===== config.mk =====
export PLATFORM = sky130hd
export DESIGN_NAME = tic_frame_stream_parser_flat
export DESIGN_NICKNAME = d
export VERILOG_FILES = /design/src/hw/rtl/tfsp_pkg.sv /design/src/hw/rtl/tfsp_if.sv /design/src/hw/rtl/tfsp_front.sv /design/src/hw/rtl/tfsp_queue.sv /design/src/hw/rtl/tfsp_back.sv /design/src/hw/rtl/tic_frame_stream_parser.sv /design/src/flat_wrapper.sv
export SDC_FILE = /design/constraint.sdc
export NUM_CORES = 1
export LEC_CHECK = 0
export ABC_AREA = 1
export BUFFER_PORTS_ARGS = -buffer_cell sky130_fd_sc_hd__buf_2
export CAP_MARGIN = 20
export CORE_MARGIN = 3
export CORE_UTILIZATION = 45
export DETAILED_ROUTE_END_ITERATION = 7
export MAX_ROUTING_LAYER = met4
export PLACE_DENSITY = 0.77
export RECOVER_POWER = 50
export SYNTH_ARGS = -nofsm -noshare
export SYNTH_HDL_FRONTEND = slang
export SYNTH_SLANG_ARGS = --single-unit

===== constraint.sdc =====
create_clock -name clk -period 8.7 [get_ports clk]
set_input_delay 0.87 -clock clk [delete_from_list [all_inputs] [get_ports clk]]
set_output_delay 0.87 -clock clk [all_outputs]
set_load 0.02 [all_outputs]

===== src/hw/rtl/tfsp_pkg.sv =====
// ----------------------------------------------------------------------------
// tfsp_pkg
// shared types, byte codes and defaults for the frame stream parser
// ----------------------------------------------------------------------------
package tfsp_pkg;

    localparam int LABEL_MAX_DEF   = 8;
    localparam int VALUE_MAX_DEF   = 32;
    localparam int CHECK_MAX_DEF   = 2;
    localparam int QUEUE_DEPTH_DEF = 2;

    localparam int LEN_W  = 6;
    localparam int ADDR_W = 3;

    localparam logic [7:0] B_STX   = 8'h02;
    localparam logic [7:0] B_ETX   = 8'h03;
    localparam logic [7:0] B_LF    = 8'h0A;
    localparam logic [7:0] B_CR    = 8'h0D;
    localparam logic [7:0] SEP_STD = 8'h09;
    localparam logic [7:0] SEP_OLD = 8'h20;

    localparam logic [6:0] CK_OFFSET = 7'h20;

    localparam logic [7:0] MAX_DATASETS_RST = 8'd64;

    localparam logic REG_LEGACY_MODE  = 1'b0;
    localparam logic REG_MAX_DATASETS = 1'b1;

    typedef enum logic [2:0] {
        CLS_STX  = 3'd0,
        CLS_ETX  = 3'd1,
        CLS_LF   = 3'd2,
        CLS_CR   = 3'd3,
        CLS_SEP  = 3'd4,
        CLS_DATA = 3'd5
    } byte_class_t;

    typedef enum logic [2:0] {
        EV_IGNORE = 3'd0,
        EV_FSTART = 3'd1,
        EV_DSTART = 3'd2,
        EV_DATA   = 3'd3,
        EV_SEP    = 3'd4,
        EV_DSOK   = 3'd5,
        EV_FEND   = 3'd6,
        EV_ERR    = 3'd7
    } event_t;

    typedef enum logic [2:0] {
        ERR_NONE      = 3'd0,
        ERR_STX       = 3'd1,
        ERR_DATASETS  = 3'd2,
        ERR_FIELDS    = 3'd3,
        ERR_LENGTH    = 3'd4,
        ERR_CHECKSUM  = 3'd5,
        ERR_OUTSIDE   = 3'd6
    } err_t;

    typedef struct packed {
        logic [7:0]  rx_byte;
        byte_class_t cls;
    } entry_t;

    typedef struct packed {
        event_t     ev;
        logic [1:0] field_index;
        logic [7:0] data_char;
        logic       has_timestamp;
        err_t       err;
        logic [6:0] ck;
    } result_t;

    typedef struct packed {
        logic       legacy_mode;
        logic [7:0] max_datasets;
    } cfg_t;

endpackage


===== src/hw/rtl/tfsp_if.sv =====
// ----------------------------------------------------------------------------
// tfsp_in_if / tfsp_out_if
// valid/ready channels for received bytes and parser results
// ----------------------------------------------------------------------------
interface tfsp_in_if;
    logic       valid;
    logic       ready;
    logic [7:0] rx_byte;

    modport source (output valid, output rx_byte, input ready);
    modport sink   (input valid, input rx_byte, output ready);
endinterface

interface tfsp_out_if;
    logic       valid;
    logic       ready;
    logic [2:0] event_res;
    logic [1:0] field_index;
    logic [7:0] data_char;
    logic       has_timestamp;
    logic [2:0] error_code;
    logic [6:0] computed_checksum;

    modport source (
        output valid, output event_res, output field_index, output data_char,
        output has_timestamp, output error_code, output computed_checksum,
        input ready
    );
    modport sink (
        input valid, input event_res, input field_index, input data_char,
        input has_timestamp, input error_code, input computed_checksum,
        output ready
    );
endinterface


===== src/hw/rtl/tfsp_front.sv =====
// ----------------------------------------------------------------------------
// tfsp_front
// accepts received bytes and tags each with its byte class
// ----------------------------------------------------------------------------
module tfsp_front
    import tfsp_pkg::*;
(
    tfsp_in_if.sink in_ch,
    input  logic    legacy_mode,
    input  logic    q_full,
    output logic    push,
    output entry_t  push_entry
);

    logic [7:0] sep;

    assign sep         = legacy_mode ? SEP_OLD : SEP_STD;
    assign in_ch.ready = !q_full;
    assign push        = in_ch.valid && !q_full;

    always_comb
    begin
        push_entry.rx_byte = in_ch.rx_byte;
        if (in_ch.rx_byte == B_STX)
        begin
            push_entry.cls = CLS_STX;
        end
        else if (in_ch.rx_byte == B_ETX)
        begin
            push_entry.cls = CLS_ETX;
        end
        else if (in_ch.rx_byte == B_LF)
        begin
            push_entry.cls = CLS_LF;
        end
        else if (in_ch.rx_byte == B_CR)
        begin
            push_entry.cls = CLS_CR;
        end
        else if (in_ch.rx_byte == sep)
        begin
            push_entry.cls = CLS_SEP;
        end
        else
        begin
            push_entry.cls = CLS_DATA;
        end
    end

endmodule


===== src/hw/rtl/tfsp_queue.sv =====
// ----------------------------------------------------------------------------
// tfsp_queue
// short fifo of classified bytes between front and back
// ----------------------------------------------------------------------------
module tfsp_queue
    import tfsp_pkg::*;
#(
    parameter int DEPTH = QUEUE_DEPTH_DEF
)
(
    input  logic   clk,
    input  logic   rst_n,
    input  logic   push,
    input  entry_t push_entry,
    output logic   full,
    input  logic   pop,
    output logic   q_valid,
    output entry_t head
);

    localparam int PTR_W = (DEPTH > 1) ? $clog2(DEPTH) : 1;
    localparam int CNT_W = $clog2(DEPTH + 1);

    entry_t             slot_reg [DEPTH];
    logic [PTR_W-1:0]   wr_ptr_reg;
    logic [PTR_W-1:0]   wr_ptr_next;
    logic [PTR_W-1:0]   rd_ptr_reg;
    logic [PTR_W-1:0]   rd_ptr_next;
    logic [CNT_W-1:0]   count_reg;
    logic [CNT_W-1:0]   count_next;

    assign full    = (count_reg == CNT_W'(DEPTH));
    assign q_valid = (count_reg != '0);
    assign head    = slot_reg[rd_ptr_reg];

    always_comb
    begin
        wr_ptr_next = wr_ptr_reg;
        rd_ptr_next = rd_ptr_reg;
        count_next  = count_reg;
        if (push)
        begin
            wr_ptr_next = (wr_ptr_reg == PTR_W'(DEPTH - 1)) ? '0 : wr_ptr_reg + 1'b1;
        end
        if (pop)
        begin
            rd_ptr_next = (rd_ptr_reg == PTR_W'(DEPTH - 1)) ? '0 : rd_ptr_reg + 1'b1;
        end
        if (push && !pop)
        begin
            count_next = count_reg + 1'b1;
        end
        else if (pop && !push)
        begin
            count_next = count_reg - 1'b1;
        end
    end

    always_ff @(posedge clk or negedge rst_n)
    begin
        if (!rst_n)
        begin
            wr_ptr_reg <= '0;
            rd_ptr_reg <= '0;
            count_reg  <= '0;
        end
        else
        begin
            wr_ptr_reg <= wr_ptr_next;
            rd_ptr_reg <= rd_ptr_next;
            count_reg  <= count_next;
        end
    end

    always_ff @(posedge clk)
    begin
        if (push)
        begin
            slot_reg[wr_ptr_reg] <= push_entry;
        end
    end

endmodule


===== src/hw/rtl/tfsp_back.sv =====
// ----------------------------------------------------------------------------
// tfsp_back
// frame and dataset state machine, checksum check and result register
// ----------------------------------------------------------------------------
module tfsp_back
    import tfsp_pkg::*;
#(
    parameter int LABEL_MAX = LABEL_MAX_DEF,
    parameter int VALUE_MAX = VALUE_MAX_DEF,
    parameter int CHECK_MAX = CHECK_MAX_DEF
)
(
    input  logic    clk,
    input  logic    rst_n,
    input  cfg_t    cfg,
    input  logic    q_valid,
    input  entry_t  head,
    output logic    pop,
    output logic    out_valid,
    input  logic    out_ready,
    output result_t out_res
);

    logic             in_frame_reg,    in_frame_next;
    logic             in_dataset_reg,  in_dataset_next;
    logic [1:0]       cur_field_reg,   cur_field_next;
    logic [LEN_W-1:0] field_len_reg,   field_len_next;
    logic [5:0]       run_sum_reg,     run_sum_next;
    logic [5:0]       sum3_reg,        sum3_next;
    logic [5:0]       sum4_reg,        sum4_next;
    logic [7:0]       first2_reg,      first2_next;
    logic [7:0]       first3_reg,      first3_next;
    logic [7:0]       ds_count_reg,    ds_count_next;
    logic             out_valid_reg,   out_valid_next;
    result_t          res_reg,         res_next;

    logic [7:0]       sep;
    logic [7:0]       last_sep;
    logic [7:0]       ch;
    logic             four;
    logic [5:0]       sum;
    logic [6:0]       ck;
    logic [7:0]       expect_ch;
    logic [LEN_W-1:0] limit;
    logic             clear_all;

    assign pop       = q_valid && (!out_valid_reg || out_ready);
    assign out_valid = out_valid_reg;
    assign out_res   = res_reg;

    assign sep      = cfg.legacy_mode ? SEP_OLD : SEP_STD;
    assign last_sep = cfg.legacy_mode ? 8'h00 : sep;
    assign ch       = head.rx_byte;

    // checksum candidates at cr
    assign four = (cur_field_reg == 2'd3) && (first3_reg != 8'h00);

    always_comb
    begin
        if (four)
        begin
            sum       = sum4_reg;
            expect_ch = first3_reg;
        end
        else
        begin
            if (cur_field_reg >= 2'd2)
            begin
                sum = sum3_reg;
            end
            else
            begin
                sum = run_sum_reg + ((cur_field_reg == 2'd0) ? sep[5:0] : 6'd0)
                      + last_sep[5:0];
            end
            expect_ch = first2_reg;
        end
        ck = {1'b0, sum} + CK_OFFSET;
    end

    always_comb
    begin
        case (cur_field_reg)
            2'd0:    limit = LEN_W'(LABEL_MAX);
            2'd3:    limit = LEN_W'(CHECK_MAX);
            default: limit = LEN_W'(VALUE_MAX);
        endcase
    end

    always_comb
    begin
        in_frame_next   = in_frame_reg;
        in_dataset_next = in_dataset_reg;
        cur_field_next  = cur_field_reg;
        field_len_next  = field_len_reg;
        run_sum_next    = run_sum_reg;
        sum3_next       = sum3_reg;
        sum4_next       = sum4_reg;
        first2_next     = first2_reg;
        first3_next     = first3_reg;
        ds_count_next   = ds_count_reg;
        out_valid_next  = out_valid_reg;
        res_next        = res_reg;
        clear_all       = 1'b0;

        if (out_ready)
        begin
            out_valid_next = 1'b0;
        end

        if (pop)
        begin
            out_valid_next         = 1'b1;
            res_next               = '0;
            res_next.ev            = EV_IGNORE;
            res_next.err           = ERR_NONE;
            if (head.cls == CLS_STX)
            begin
                clear_all = 1'b1;
                if (in_frame_reg)
                begin
                    res_next.ev  = EV_ERR;
                    res_next.err = ERR_STX;
                end
                else
                begin
                    res_next.ev = EV_FSTART;
                end
            end
            else if (!in_frame_reg)
            begin
                res_next.ev = EV_IGNORE;
            end
            else if (head.cls == CLS_ETX)
            begin
                clear_all   = 1'b1;
                res_next.ev = EV_FEND;
            end
            else if (head.cls == CLS_LF)
            begin
                if (ds_count_reg >= cfg.max_datasets)
                begin
                    clear_all    = 1'b1;
                    res_next.ev  = EV_ERR;
                    res_next.err = ERR_DATASETS;
                end
                else
                begin
                    in_dataset_next = 1'b1;
                    cur_field_next  = 2'd0;
                    field_len_next  = '0;
                    run_sum_next    = '0;
                    sum3_next       = '0;
                    sum4_next       = '0;
                    first2_next     = '0;
                    first3_next     = '0;
                    res_next.ev     = EV_DSTART;
                end
            end
            else if (!in_dataset_reg)
            begin
                clear_all    = 1'b1;
                res_next.ev  = EV_ERR;
                res_next.err = ERR_OUTSIDE;
            end
            else if (head.cls == CLS_CR)
            begin
                res_next.ck = ck;
                if ({1'b0, ck} != expect_ch)
                begin
                    clear_all    = 1'b1;
                    res_next.ev  = EV_ERR;
                    res_next.err = ERR_CHECKSUM;
                end
                else
                begin
                    in_dataset_next        = 1'b0;
                    ds_count_next          = ds_count_reg + 1'b1;
                    res_next.ev            = EV_DSOK;
                    res_next.has_timestamp = four;
                end
            end
            else if (head.cls == CLS_SEP)
            begin
                if (cur_field_reg == 2'd3)
                begin
                    clear_all    = 1'b1;
                    res_next.ev  = EV_ERR;
                    res_next.err = ERR_FIELDS;
                end
                else
                begin
                    if (cur_field_reg == 2'd1)
                    begin
                        sum3_next = run_sum_reg + last_sep[5:0];
                    end
                    if (cur_field_reg == 2'd2)
                    begin
                        sum4_next = run_sum_reg + last_sep[5:0];
                    end
                    run_sum_next         = run_sum_reg + sep[5:0];
                    cur_field_next       = cur_field_reg + 2'd1;
                    field_len_next       = '0;
                    res_next.ev          = EV_SEP;
                    res_next.field_index = cur_field_reg;
                end
            end
            else
            begin
                if (field_len_reg >= limit)
                begin
                    clear_all    = 1'b1;
                    res_next.ev  = EV_ERR;
                    res_next.err = ERR_LENGTH;
                end
                else
                begin
                    if (field_len_reg == '0)
                    begin
                        if (cur_field_reg == 2'd2)
                        begin
                            first2_next = ch;
                        end
                        if (cur_field_reg == 2'd3)
                        begin
                            first3_next = ch;
                        end
                    end
                    field_len_next       = field_len_reg + 1'b1;
                    run_sum_next         = run_sum_reg + ch[5:0];
                    res_next.ev          = EV_DATA;
                    res_next.field_index = cur_field_reg;
                    res_next.data_char   = ch;
                end
            end

            if (clear_all)
            begin
                in_frame_next   = (head.cls == CLS_STX) && !in_frame_reg;
                in_dataset_next = 1'b0;
                cur_field_next  = 2'd0;
                field_len_next  = '0;
                run_sum_next    = '0;
                sum3_next       = '0;
                sum4_next       = '0;
                first2_next     = '0;
                first3_next     = '0;
                ds_count_next   = '0;
            end
        end
    end

    always_ff @(posedge clk or negedge rst_n)
    begin
        if (!rst_n)
        begin
            in_frame_reg   <= 1'b0;
            in_dataset_reg <= 1'b0;
            cur_field_reg  <= '0;
            field_len_reg  <= '0;
            run_sum_reg    <= '0;
            sum3_reg       <= '0;
            sum4_reg       <= '0;
            first2_reg     <= '0;
            first3_reg     <= '0;
            ds_count_reg   <= '0;
            out_valid_reg  <= 1'b0;
        end
        else
        begin
            in_frame_reg   <= in_frame_next;
            in_dataset_reg <= in_dataset_next;
            cur_field_reg  <= cur_field_next;
            field_len_reg  <= field_len_next;
            run_sum_reg    <= run_sum_next;
            sum3_reg       <= sum3_next;
            sum4_reg       <= sum4_next;
            first2_reg     <= first2_next;
            first3_reg     <= first3_next;
            ds_count_reg   <= ds_count_next;
            out_valid_reg  <= out_valid_next;
        end
    end

    always_ff @(posedge clk)
    begin
        res_reg <= res_next;
    end

    a_err_has_code: assert property (@(posedge clk) disable iff (!rst_n)
        (out_valid_reg && res_reg.ev == EV_ERR) |-> (res_reg.err != ERR_NONE))
        else $error("error item without error code");

    a_code_only_on_err: assert property (@(posedge clk) disable iff (!rst_n)
        (out_valid_reg && res_reg.ev != EV_ERR) |-> (res_reg.err == ERR_NONE))
        else $error("error code on a non-error item");

    a_no_pop_when_stalled: assert property (@(posedge clk) disable iff (!rst_n)
        (out_valid_reg && !out_ready) |-> !pop)
        else $error("result register overwritten while stalled");

    a_dataset_in_frame: assert property (@(posedge clk) disable iff (!rst_n)
        in_dataset_reg |-> in_frame_reg)
        else $error("dataset open outside a frame");

endmodule


===== src/hw/rtl/tic_frame_stream_parser.sv =====
// ----------------------------------------------------------------------------
// tic_frame_stream_parser
// byte-serial parser for metering tele-information frames
// ----------------------------------------------------------------------------
// in_ch carries one received byte per item; out_ch returns one result item
// per byte: event, field index, data byte, timestamp flag, error code and the
// checksum character computed at cr.
// a byte accepted on in_ch is classified and written into the queue, taken from
// the queue by the back end, and its result is held in the output register.
// throughput is one byte per cycle while out_ch takes results without stalling;
// the per-byte state update in the back end is the single step each item needs.
// the two-entry queue lets the input keep accepting while a result waits in
// the output register; when out_ch stalls the queue fills and in_ch.ready
// drops until the result is taken.
// legacy_mode (offset 0) and max_datasets (offset 4) are written over the apb port;
// the user writes them only while the parser is idle, the block does not enforce it.
// reset clears the frame state, empties the queue, sets legacy_mode to 0 and
// max_datasets to 64; the parser then waits for stx.
// ----------------------------------------------------------------------------
module tic_frame_stream_parser
    import tfsp_pkg::*;
#(
    parameter int LABEL_MAX   = LABEL_MAX_DEF,
    parameter int VALUE_MAX   = VALUE_MAX_DEF,
    parameter int CHECK_MAX   = CHECK_MAX_DEF,
    parameter int QUEUE_DEPTH = QUEUE_DEPTH_DEF
)
(
    input  logic              clk,
    input  logic              rst_n,
    tfsp_in_if.sink           in_ch,
    tfsp_out_if.source        out_ch,
    input  logic              psel,
    input  logic              penable,
    input  logic              pwrite,
    input  logic [ADDR_W-1:0] paddr,
    input  logic [31:0]       pwdata,
    output logic [31:0]       prdata,
    output logic              pready
);

    cfg_t    cfg_reg;
    cfg_t    cfg_next;
    logic    cfg_wr;
    logic    q_full;
    logic    push;
    entry_t  push_entry;
    logic    pop;
    logic    q_valid;
    entry_t  head;
    result_t out_res;

    assign pready = 1'b1;
    assign cfg_wr = psel && penable && pwrite && pready;

    always_comb
    begin
        cfg_next = cfg_reg;
        if (cfg_wr)
        begin
            case (paddr[2])
                REG_LEGACY_MODE:  cfg_next.legacy_mode  = pwdata[0];
                REG_MAX_DATASETS: cfg_next.max_datasets = pwdata[7:0];
                default:          cfg_next = cfg_reg;
            endcase
        end
    end

    always_comb
    begin
        case (paddr[2])
            REG_LEGACY_MODE:  prdata = {31'd0, cfg_reg.legacy_mode};
            REG_MAX_DATASETS: prdata = {24'd0, cfg_reg.max_datasets};
            default:          prdata = '0;
        endcase
    end

    always_ff @(posedge clk or negedge rst_n)
    begin
        if (!rst_n)
        begin
            cfg_reg.legacy_mode  <= 1'b0;
            cfg_reg.max_datasets <= MAX_DATASETS_RST;
        end
        else
        begin
            cfg_reg <= cfg_next;
        end
    end

    tfsp_front u_front (
        .in_ch       (in_ch),
        .legacy_mode (cfg_reg.legacy_mode),
        .q_full      (q_full),
        .push        (push),
        .push_entry  (push_entry)
    );

    tfsp_queue #(
        .DEPTH (QUEUE_DEPTH)
    ) u_queue (
        .clk        (clk),
        .rst_n      (rst_n),
        .push       (push),
        .push_entry (push_entry),
        .full       (q_full),
        .pop        (pop),
        .q_valid    (q_valid),
        .head       (head)
    );

    tfsp_back #(
        .LABEL_MAX (LABEL_MAX),
        .VALUE_MAX (VALUE_MAX),
        .CHECK_MAX (CHECK_MAX)
    ) u_back (
        .clk       (clk),
        .rst_n     (rst_n),
        .cfg       (cfg_reg),
        .q_valid   (q_valid),
        .head      (head),
        .pop       (pop),
        .out_valid (out_ch.valid),
        .out_ready (out_ch.ready),
        .out_res   (out_res)
    );

    assign out_ch.event_res         = out_res.ev;
    assign out_ch.field_index       = out_res.field_index;
    assign out_ch.data_char         = out_res.data_char;
    assign out_ch.has_timestamp     = out_res.has_timestamp;
    assign out_ch.error_code        = out_res.err;
    assign out_ch.computed_checksum = out_res.ck;

endmodule


===== src/flat_wrapper.sv =====
// flat-port wrapper written by rule: the top's interface ports become plain ports
module tic_frame_stream_parser_flat import tfsp_pkg::*;
#(
    parameter int LABEL_MAX   = LABEL_MAX_DEF,
    parameter int VALUE_MAX   = VALUE_MAX_DEF,
    parameter int CHECK_MAX   = CHECK_MAX_DEF,
    parameter int QUEUE_DEPTH = QUEUE_DEPTH_DEF
)
  (clk, rst_n, psel, penable, pwrite, paddr, pwdata, prdata, pready, in_ch_valid, in_ch_rx_byte, in_ch_ready, out_ch_valid, out_ch_event_res, out_ch_field_index, out_ch_data_char, out_ch_has_timestamp, out_ch_error_code, out_ch_computed_checksum, out_ch_ready);
  tfsp_in_if in_ch_i ();
  tfsp_out_if out_ch_i ();
  input  logic clk;
  input  logic rst_n;
  input  logic psel;
  input  logic penable;
  input  logic pwrite;
  input  logic [ADDR_W-1:0] paddr;
  input  logic [31:0] pwdata;
  output logic [31:0] prdata;
  output logic pready;
  input wire logic [$bits(in_ch_i.valid)-1:0] in_ch_valid;
  input wire logic [$bits(in_ch_i.rx_byte)-1:0] in_ch_rx_byte;
  output wire logic [$bits(in_ch_i.ready)-1:0] in_ch_ready;
  output wire logic [$bits(out_ch_i.valid)-1:0] out_ch_valid;
  output wire logic [$bits(out_ch_i.event_res)-1:0] out_ch_event_res;
  output wire logic [$bits(out_ch_i.field_index)-1:0] out_ch_field_index;
  output wire logic [$bits(out_ch_i.data_char)-1:0] out_ch_data_char;
  output wire logic [$bits(out_ch_i.has_timestamp)-1:0] out_ch_has_timestamp;
  output wire logic [$bits(out_ch_i.error_code)-1:0] out_ch_error_code;
  output wire logic [$bits(out_ch_i.computed_checksum)-1:0] out_ch_computed_checksum;
  input wire logic [$bits(out_ch_i.ready)-1:0] out_ch_ready;
  assign in_ch_i.valid = in_ch_valid;
  assign in_ch_i.rx_byte = in_ch_rx_byte;
  assign in_ch_ready = in_ch_i.ready;
  assign out_ch_valid = out_ch_i.valid;
  assign out_ch_event_res = out_ch_i.event_res;
  assign out_ch_field_index = out_ch_i.field_index;
  assign out_ch_data_char = out_ch_i.data_char;
  assign out_ch_has_timestamp = out_ch_i.has_timestamp;
  assign out_ch_error_code = out_ch_i.error_code;
  assign out_ch_computed_checksum = out_ch_i.computed_checksum;
  assign out_ch_i.ready = out_ch_ready;
  tic_frame_stream_parser #(.LABEL_MAX(LABEL_MAX), .VALUE_MAX(VALUE_MAX), .CHECK_MAX(CHECK_MAX), .QUEUE_DEPTH(QUEUE_DEPTH)) u_core (.clk(clk), .rst_n(rst_n), .in_ch(in_ch_i), .out_ch(out_ch_i), .psel(psel), .penable(penable), .pwrite(pwrite), .paddr(paddr), .pwdata(pwdata), .prdata(prdata), .pready(pready));
endmodule

==> summary.md, run 1 <==
| Metric | Value |
|---|---|
| Status | `finished with violations` |
| Failing checks | `max-capacitance violations, max-slew violations` |
| R2r setup slk | `3.57 ns` |
| Slew margin rel. | `-145%` |
| Largest family of logic cells by synthesized area | `simple AND/OR/NAND/NOR gates` |
| Reg-to-reg startpoint | `u_core.u_back.out_valid` |
| Top-count cell post-synth | `nand2_1` |
| Seq/Total Area, Yosys | `44.2%` |
| MaxCap Viol Count | `2` |
| Design area | `0.00739 mm^2` |
| Post-Syn Area per Cell | `8.15 um^2` |
| XOR/XNOR Fraction of Synth Area | `1.79%` |
| First-pass GRT wire length | `24.7 mm` |
| Area growth, synth to finish | `7.66%` |
| Placed Area | `0.00716 mm^2` |
| Share of layout cells above drive strength 1 | `10.9%` |
| Maximum fanout along the worst path | `26` |
| Hold Worst Slack | `0.472 ns` |
| Fraction of registers with async set or reset after synthesis | `58.9%` |
| Buf+Inv Stages, Crit Path | `3` |
| Crit path launch type | `primary input` |
| Clock tree buffer depth | `2` |
| Max Slew Vio Count | `94` |
| # nets final | `972` |
| Post-synthesis mux area share | `0.437%` |
| Post-cts resize count | `0` |
| Min-delay src | `u_core.u_back.first2_reg[6]` |
| Worst-Margin Slew | `3.68 ns` |
| Synthesis Warnings | `0` |
| Critical path endpoint category | `register` |
| Detailed placer's ending HPWL | `11.2 mm` |
| Unrepaired setup endpoints after global routing | `false` |
| Port Buffers | `57` |
| Worst Path Required | `8.95 ns` |
| GP Congestion | `0.896` |
| Netlist cell types | `53` |
| CP top delay family | `compound AO/OA/AOI/OAI gates` |
| Vias in the first global route | `5032` |
| FF/Latch Area | `0.00303 mm^2` |
| Vias per inst | `5.18` |
| Area of the multi-input gates | `0.00317 mm^2` |
| Post-Syn Area | `0.00686 mm^2` |
| Complex-gate fraction of the synthesized area | `8.11%` |
| Gr usage total | `19.4%` |
| Largest net degree at the start of global routing | `67` |
| Die width | `130 um` |
| Clock Latency Late Sink | `0.36 ns` |
| Total number of vias | `5577` |
| Top post-synthesis cells by count | `232 x nand2_1, 101 x inv_1, 73 x nor2_1, 65 x dfrtp_1, 46 x edfxtp_1` |
| Fill count | `1406` |
| Lkg Pwr | `3.74 nW` |
| Number of CTS-inserted buffers | `9` |
| Core area | `0.0148 mm^2` |
| EDFF count, synth | `46` |
| CTS tree | `done` |
| Die area | `0.0168 mm^2` |
| Simple-Gate Fraction of Synth Area | `28.0%` |
| Core Rows | `44` |
| Final worst-path cycle share | `60.6%` |
| Max reg flops | `24` |
| CTS sink cnt | `112` |
| Clock transition at path regs | `0.07 ns` |
| Power Dens Cells | `354 mW/mm^2` |
| Yosys reg bits | `112` |
| Final setup fails | `0` |
| Post-Layout Cell Count | `1077` |
| Synth area leader | `dfrtp_1` |
| Starting Density | `46.5%` |
| DRT iter0 DRCs | `440` |
| DRC errors left | `0` |
| Largest cells by area after synthesis | `dfrtp_1 24%, edfxtp_1 20%, nand2_1 13%` |
| Number of diodes | `0` |
| Main synth FF type | `dfrtp_1` |
| Hold_buf cts | `0` |
| Worst setup startpoint | `out_ch_ready` |
| Critical Path AT | `5.53 ns` |
| DRT Wirelength | `15.3 mm` |
| Post-Route Skew | `0.0105 ns` |
| Die Span Y | `130 um` |
| I/O Pins | `109` |
| Final Critical Period | `5.28 ns` |
| Peak supply drop | `0.000246 V` |
| Antenna violations before repair | `0` |
| Setup TNS | `0 ns` |
| Root Buffer | `clkbuf_16` |
| Crit-path cells | `buf_2, nor2_1, a21oi_1, inv_1, nor2_2, inv_1, a21oi_4, nand3_2, nand2_1, nand2_1` |
| Final Hold Viols | `0` |
| Yosys top cell area share | `23.7%` |
| WL/cell | `14.2 um` |
| DR pass1 iterations | `5` |
| Cell count after placement | `1061` |
| Synth Area in Adders | `6.53%` |
| Routed Antenna Nets | `0` |
| Worst Setup Path Type | `in2reg` |
| Largest stage delay on the critical path | `2.06 ns` |
| Maximum clock frequency | `0.190 GHz` |
| CTS H-tree depth | `3` |
| Post-Synthesis Cells | `842` |
| Setup Buffers After CTS | `0` |
| Worst hold path type | `reg2reg` |
| Slowest cell on the critical path | `a21oi_1` |
| Total congestion overflow | `0` |
## kinds of logic after synthesis
kind of cell	after synthesis
buffers and inverters	157
AND/OR/NAND/NOR	426
other	2
AO/OA/AOI/OAI	94
adder cells (fa/ha/maj)	34
flip-flops	112
multiplexers	3
XOR/XNOR	14
## final timing paths
check,endpoint,cells after the start
max reg2reg,u_core.u_back.first2_reg[7],10
max in group asynchronous,u_core.cfg_reg[4],2
min in group asynchronous,u_core.u_back.first2_reg[2],2
max,u_core.u_back.first2_reg[7],10
min,u_core.u_back.first2_reg[6],2
min reg2reg,u_core.u_back.first2_reg[6],2
## power breakdown
group	internal, mW	switching [mW]	total (mW)
combinational	0.405	0.920	1.33
clock	0.200	0.204	0.404
sequential	0.751	0.132	0.884
## layout make-up
class	instances	share of cell area, %
clock buffers	9	3.05
multi-input cells	596	43.0
inverters	111	5.64
well taps	184	3.12
clock inverters	7	0.796
flip-flops and latches	112	41.1
repair buffers	58	3.39
## cell usage in the layout (no fill, tap or decap), drive strengths merged
| master | netlist | layout |
|---|---|---|
| nand2 | 242 | 242 |
| nor4 | 2 | 2 |
| xor2 | 12 | 12 |
| fa | 3 | 3 |
| ha | 31 | 31 |
| dfstp | 1 | 1 |
| o21ai | 52 | 52 |
| conb | 2 | 25 |
| edfxtp | 46 | 46 |
| dfrtp | 65 | 65 |
| inv | 110 | 115 |
| a21oi | 27 | 27 |
| nand4 | 38 | 38 |
| nand3b | 3 | 3 |
| a31oi | 3 | 3 |
| a41oi | 1 | 1 |
| nor3 | 9 | 9 |
| o21bai | 1 | 1 |
| a31o | 1 | 1 |
| clkinv | 1 | 2 |
| o2111ai | 1 | 1 |
| nor2 | 77 | 77 |
| nand3 | 36 | 36 |
| clkinvlp | 0 | 1 |
| o211ai | 2 | 2 |
| buf | 39 | 26 |
| mux2i | 3 | 3 |
| o32ai | 1 | 1 |
| a22oi | 2 | 2 |
| or2 | 18 | 18 |
| o41ai | 1 | 1 |
| and3 | 1 | 1 |
| o22ai | 1 | 1 |
| clkbuf | 7 | 41 |
| o31ai | 1 | 1 |
| xnor2 | 2 | 2 |
## metrics by stage
stage | total power [mW] | utilization (%) | setup slack [ns]
6_report | 2.61 | 50.1 | 3.42
5_1_grt | 2.84 | 50.1 | 2.95
4_1_cts | 2.63 | 50.4 | 4.43
3_5_place_dp | 2.22 | 48.5 | 4.47
3_3_place_gp | 2.18 | 48.5 | 4.53
2_1_floorplan | 1.91 | - | 5.28
## metal layers
metal	vias up	GRT usage (%)	part of all wire, %
met5	-	-	0
met4	0	6.91	1.9
met1	2581	26.1	45
met2	189	29.6	47
met3	26	3.42	5.8
li1	2781	-	-
## worst min-delay path, stage by stage (launching register included)
cell     delay [ns]
dfrtp_1        0.35
nand2_1        0.05
nand2_1        0.04
Power figures use the tool's default switching activity.
==> run 2, diff against run 1 <==
--- a/config.mk
+++ b/config.mk
@@ -12,7 +12,7 @@
 export CORE_UTILIZATION = 45
 export DETAILED_ROUTE_END_ITERATION = 7
 export MAX_ROUTING_LAYER = met4
-export PLACE_DENSITY = 0.77
+export PLACE_DENSITY = 0.79
 export RECOVER_POWER = 50
 export SYNTH_ARGS = -nofsm -noshare
 export SYNTH_HDL_FRONTEND = slang
==> constraint.sdc (replaced) <==
create_clock -name clk -period 4.5 [get_ports clk]
set_input_delay 0.45 -clock clk [delete_from_list [all_inputs] [get_ports clk]]
set_output_delay 0.45 -clock clk [all_outputs]
set_load 0.02 [all_outputs]
==> summary.md, run 2 (same netlist as run 1, synthesis figures left out) <==
| Metric | Value |
|---|---|
| Critical path endpoint category | `register` |
| Commonest non-fill, non-tap cell in the layout | `nand2_1` |
| Slowest cell on the critical path | `dfrtp_1` |
| GP Congestion | `0.937` |
| MaxCap Viol Count | `3` |
| Crit path launch type | `register` |
| Hold Worst Slack | `0.296 ns` |
| Max Slew Vio Count | `96` |
| Critical Path AT | `4.35 ns` |
| Worst hold path type | `in2reg` |
| Final Hold Viols | `0` |
| Fill count | `1428` |
| Final Critical Period | `4.11 ns` |
| Maximum fanout along the worst path | `17` |
| Most frequent cells in the layout | `232 x nand2_1, 101 x inv_1, 73 x nor2_1` |
| DR pass1 iterations | `6` |
| Setup Buffers After CTS | `0` |
| Number of CTS-inserted buffers | `9` |
| Post-Route Skew | `0.0110 ns` |
| Unrepaired setup endpoints after global routing | `false` |
| Clock tree buffer depth | `2` |
| Clock transition at path regs | `0.08 ns` |
| Max reg flops | `24` |
| DRT iter0 DRCs | `438` |
| Die width | `130 um` |
| Port Buffers | `57` |
| CTS H-tree depth | `3` |
| CTS sink cnt | `112` |
| Die Span Y | `130 um` |
| Gr usage total | `19.4%` |
| Die area | `0.0168 mm^2` |
| Vias in the first global route | `5144` |
| Root Buffer | `clkbuf_16` |
| Core Rows | `44` |
| Post-Layout Cell Count | `1086` |
| Post-layout util | `50.5%` |
| I/O Pins | `109` |
| Final setup fails | `0` |
| Largest net degree at the start of global routing | `41` |
| Maximum clock frequency | `0.243 GHz` |
| P_int | `2.64 mW` |
| Slew margin rel. | `-52.6%` |
| Detailed placer's ending HPWL | `11.7 mm` |
| Core area | `0.0148 mm^2` |
| Routed Antenna Nets | `0` |
| Number of diodes | `0` |
| CP most frequent cell | `nand2_1` |
| WL/cell | `14.2 um` |
| # nets final | `981` |
| Final worst-path cycle share | `91.4%` |
| DRT Wirelength | `15.5 mm` |
| Failing checks | `max-capacitance violations, max-slew violations` |
| Post-cts resize count | `0` |
| Total congestion overflow | `0` |
| Antenna violations before repair | `0` |
| Worst Setup Path Type | `reg2reg` |
| Vias per inst | `5.13` |
| Power, Total | `5.05 mW` |
| First-pass GRT wire length | `25.0 mm` |
| DRC errors left | `0` |
| Largest stage delay on the critical path | `0.47 ns` |
| Total number of vias | `5568` |
| Switching portion of total power | `47.7%` |
| Power Dens Cells | `678 mW/mm^2` |
| Status | `finished with violations` |
| Hold_buf cts | `0` |
| Peak supply drop | `0.000514 V` |
| Clk network pwr share | `15.3%` |
| Worst Path Required | `4.74 ns` |
| Clock Latency Late Sink | `0.36 ns` |
| Worst-Margin Slew | `2.29 ns` |
| Share of layout cells above drive strength 1 | `11.2%` |
| Area growth, synth to finish | `8.62%` |
| Cell count after placement | `1070` |
| Starting Density | `46.5%` |
| CTS tree | `done` |
| Setup TNS | `0 ns` |
| Sequential share of power | `33.5%` |
| Lkg Pwr | `3.77 nW` |
| Comb power frac | `51.1%` |
| NetSw | `2.41 mW` |
[run 2: cell count changes in the layout (fill, tap and decap cells not counted), sizes merged]
cell / previous run / this run
clkbuf: 41 / 47
inv: 115 / 112
buf: 26 / 30
clkinv: 2 / 4
[run 2: per-stage QoR]
stage          setup slack, ns  instance area (um^2)
3_5_place_dp             0.441                  7230
5_1_grt                 0.0679                  7460
4_1_cts                  0.417                  7510
6_report                 0.389                  7460
3_3_place_gp             0.565                  7230
2_1_floorplan             1.16                  6950
[run 2: area by class of cell]
| cell class | instances | area (um^2) | area share, % |
|---|---|---|---|
| tap | 184 | 230 | 3.09 |
| clock inverter | 6 | 53.8 | 0.722 |
| sequential | 112 | 3030 | 40.7 |
| inverter | 111 | 417 | 5.59 |
| clock buffer | 10 | 229 | 3.07 |
| timing repair buffer | 67 | 307 | 4.11 |
| multi-input combinational | 596 | 3190 | 42.7 |
[run 2: power by group through the flow]
stage               Combinational [mW]  Clock [mW]  Sequential (mW)
floorplan                         1.92           0             1.76
global placement                  2.53           0             1.69
detailed placement                2.60           0             1.70
CTS                               2.61       0.787             1.69
global route                      2.92       0.825             1.74
finish                            2.58       0.776             1.69
[run 2: final timing paths]
path	start	end	slack (ns)	depth (start not counted)
worst min-delay path	out_ch_ready	u_core.u_back.out_valid	0.30	2
max in group asynchronous	rst_n	u_core.u_back.run_sum_reg[0]	1.24	2
worst max register to register	u_core.u_back.cur_field_reg[1]	u_core.u_back.first3_reg[4]	0.39	25
worst min register to register	u_core.u_back.first2_reg[5]	u_core.u_back.first2_reg[5]	0.48	2
min in group asynchronous	rst_n	u_core.u_back.first2_reg[6]	0.45	1
worst max-delay path	u_core.u_back.cur_field_reg[1]	u_core.u_back.first3_reg[4]	0.39	25
[run 2: metal layers]
metal,GRT usage (%),vias up,routed length [um]
li1,-,2794,-
met1,25.3,2577,6910
met2,30.9,172,7350
met3,3.59,25,875
met4,5.87,0,325
met5,-,-,0
[run 2: worst max-delay path, delay by kind of cell (launching register included)]
family / cells / cell delay [ns]
flip-flops: 1 / 0.47
AND/OR/NAND/NOR: 17 / 1.79
buffers and inverters: 2 / 0.20
adder cells (fa/ha/maj): 4 / 1.06
AO/OA/AOI/OAI: 2 / 0.48
==> run 3, diff against run 2 <==
--- a/config.mk
+++ b/config.mk
@@ -6,7 +6,7 @@
 export NUM_CORES = 1
 export LEC_CHECK = 0
 export ABC_AREA = 1
-export BUFFER_PORTS_ARGS = -buffer_cell sky130_fd_sc_hd__buf_2
+export BUFFER_PORTS_ARGS = -buffer_cell sky130_fd_sc_hd__buf_4
 export CAP_MARGIN = 20
 export CORE_MARGIN = 3
 export CORE_UTILIZATION = 45
==> summary.md, run 3 (same netlist as run 1, synthesis figures left out) <==
| Metric | Value |
|---|---|
| Core area | `0.0148 mm^2` |
| Final Hold Viols | `0` |
| Worst hold path type | `in2reg` |
| Power Dens Cells | `680 mW/mm^2` |
| Post-Route Skew | `0.0104 ns` |
| Post-cts resize count | `0` |
| Worst Path Required | `4.74 ns` |
| Die Span Y | `130 um` |
| Cell count after placement | `1069` |
| Critical Path AT | `4.28 ns` |
| GP Congestion | `0.938` |
| Worst-Margin Slew | `3.68 ns` |
| Critical path endpoint category | `register` |
| DRT iter0 DRCs | `454` |
| Clock transition at path regs | `0.08 ns` |
| Antenna violations before repair | `0` |
| PnR worst setup slack | `0.459 ns` |
| CTS sink cnt | `112` |
| Lkg Pwr | `3.81 nW` |
| Final setup fails | `0` |
| Vias per inst | `5.14` |
| Dpl ws | `0.534 ns` |
| Crit path launch type | `register` |
| MaxCap Viol Count | `2` |
| Vias in the first global route | `5296` |
| Commonest non-fill, non-tap cell in the layout | `nand2_1` |
| WL/cell | `14.1 um` |
| Post-Layout Cell Count | `1085` |
| Final Critical Period | `4.04 ns` |
| CTS H-tree depth | `3` |
| Final worst-path cycle share | `89.8%` |
| Setup TNS | `0 ns` |
| Total congestion overflow | `0` |
| Hold_buf cts | `0` |
| Failing checks | `max-capacitance violations, max-slew violations` |
| Maximum fanout along the worst path | `17` |
| Setup Buffers After CTS | `0` |
| Area growth, synth to finish | `9.86%` |
| Unrepaired setup endpoints after global routing | `false` |
| Power, Total | `5.13 mW` |
| First-pass GRT wire length | `25.8 mm` |
| Maximum clock frequency | `0.247 GHz` |
| I/O Pins | `109` |
| Max reg flops | `24` |
| Largest net degree at the start of global routing | `67` |
| Detailed placer's ending HPWL | `11.3 mm` |
| Number of CTS-inserted buffers | `9` |
| DRC errors left | `0` |
| Share of layout cells above drive strength 1 | `11.8%` |
| Worst Setup Path Type | `reg2reg` |
| Post-layout util | `51.1%` |
| Die width | `130 um` |
| Peak supply drop | `0.000445 V` |
| DRT Wirelength | `15.3 mm` |
| Core Rows | `44` |
| Status | `finished with violations` |
| CTS tree | `done` |
| Slew margin rel. | `-145%` |
| DR pass1 iterations | `5` |
| # nets final | `980` |
| Clock tree buffer depth | `2` |
| Clock Latency Late Sink | `0.36 ns` |
| Max Slew Vio Count | `94` |
| Most frequent cells in the layout | `232 x nand2_1, 101 x inv_1, 73 x nor2_1` |
| Gr usage total | `19.7%` |
| Root Buffer | `clkbuf_16` |
| Port Buffers | `57` |
| Number of diodes | `0` |
| Starting Density | `46.5%` |
| Total number of vias | `5572` |
| Routed Antenna Nets | `0` |
| Die area | `0.0168 mm^2` |
[run 3: cell count changes in the layout (fill, tap and decap cells not counted)]
cell / previous run / this run
clkbuf_4: 0 / 1
clkinv_4: 3 / 1
inv_8: 1 / 0
inv_6: 1 / 2
buf_2: 23 / 0
clkinvlp_4: 1 / 0
clkinv_2: 0 / 2
clkbuf_1: 38 / 32
bufinv_16: 0 / 1
buf_4: 7 / 34
[run 3: routing by layer]
metal,track usage [%],wire length (um)
met3,3.17,646
met5,-,0
met4,5.68,335
met1,27.2,7220
met2,30.3,7120
[run 3: final cells by class]
type | count | area [um^2]
Fill cell | 1414 | 7210
Multi-Input combinational cell | 596 | 3190
Sequential cell | 112 | 3030
Inverter | 111 | 417
Timing Repair Buffer | 66 | 379
Tap cell | 184 | 230
Clock buffer | 10 | 229
Clock inverter | 6 | 66.3
[run 3: where the power goes]
part	switching [mW]	internal, mW
logic	1.79	0.833
clock network	0.378	0.436
registers	0.244	1.45
total	2.41	2.72
[run 3: critical path, stage by stage, from the launching register on]
cell and delay [ns]:
dfrtp_1 0.47, inv_1 0.14, ha_1 0.24, nand2_1 0.12, inv_1 0.06, fa_1 0.38, ha_1 0.23, ha_1 0.20
nand2_1 0.08, o21ai_0 0.10, nand2_1 0.07, nand3_1 0.06, nand2_1 0.14, nand2_1 0.09, nand2_1 0.07, nand2_1 0.08
nand3_2 0.12, nand2_2 0.08, nand2_1 0.10, nand2_2 0.08, nand2_4 0.12, nand2_8 0.12, a21oi_4 0.34, nand3_2 0.25
nand2_1 0.12, nand2_1 0.05
[run 3: stage by stage]
step                hold slack (ns)  area, um^2
floorplan                     0.154        6950
global placement              0.456        7360
detailed placement            0.459        7360
CTS                           0.249        7660
global route                  0.308        7540
finish                        0.299        7540
[run 3: final timing paths]
check | end | from | cells after the start | slack, ns
max in group asynchronous | u_core.u_back.sum3_reg[5] | rst_n | 1 | 1.09
max | u_core.u_back.first2_reg[3] | u_core.u_back.cur_field_reg[1] | 25 | 0.46
min | u_core.u_back.out_valid | out_ch_ready | 2 | 0.30
max reg2reg | u_core.u_back.first2_reg[3] | u_core.u_back.cur_field_reg[1] | 25 | 0.46
min in group asynchronous | u_core.u_back.first2_reg[1] | rst_n | 1 | 1.37
min reg2reg | u_core.u_back.sum3_reg[4] | u_core.u_back.sum3_reg[4] | 2 | 0.48
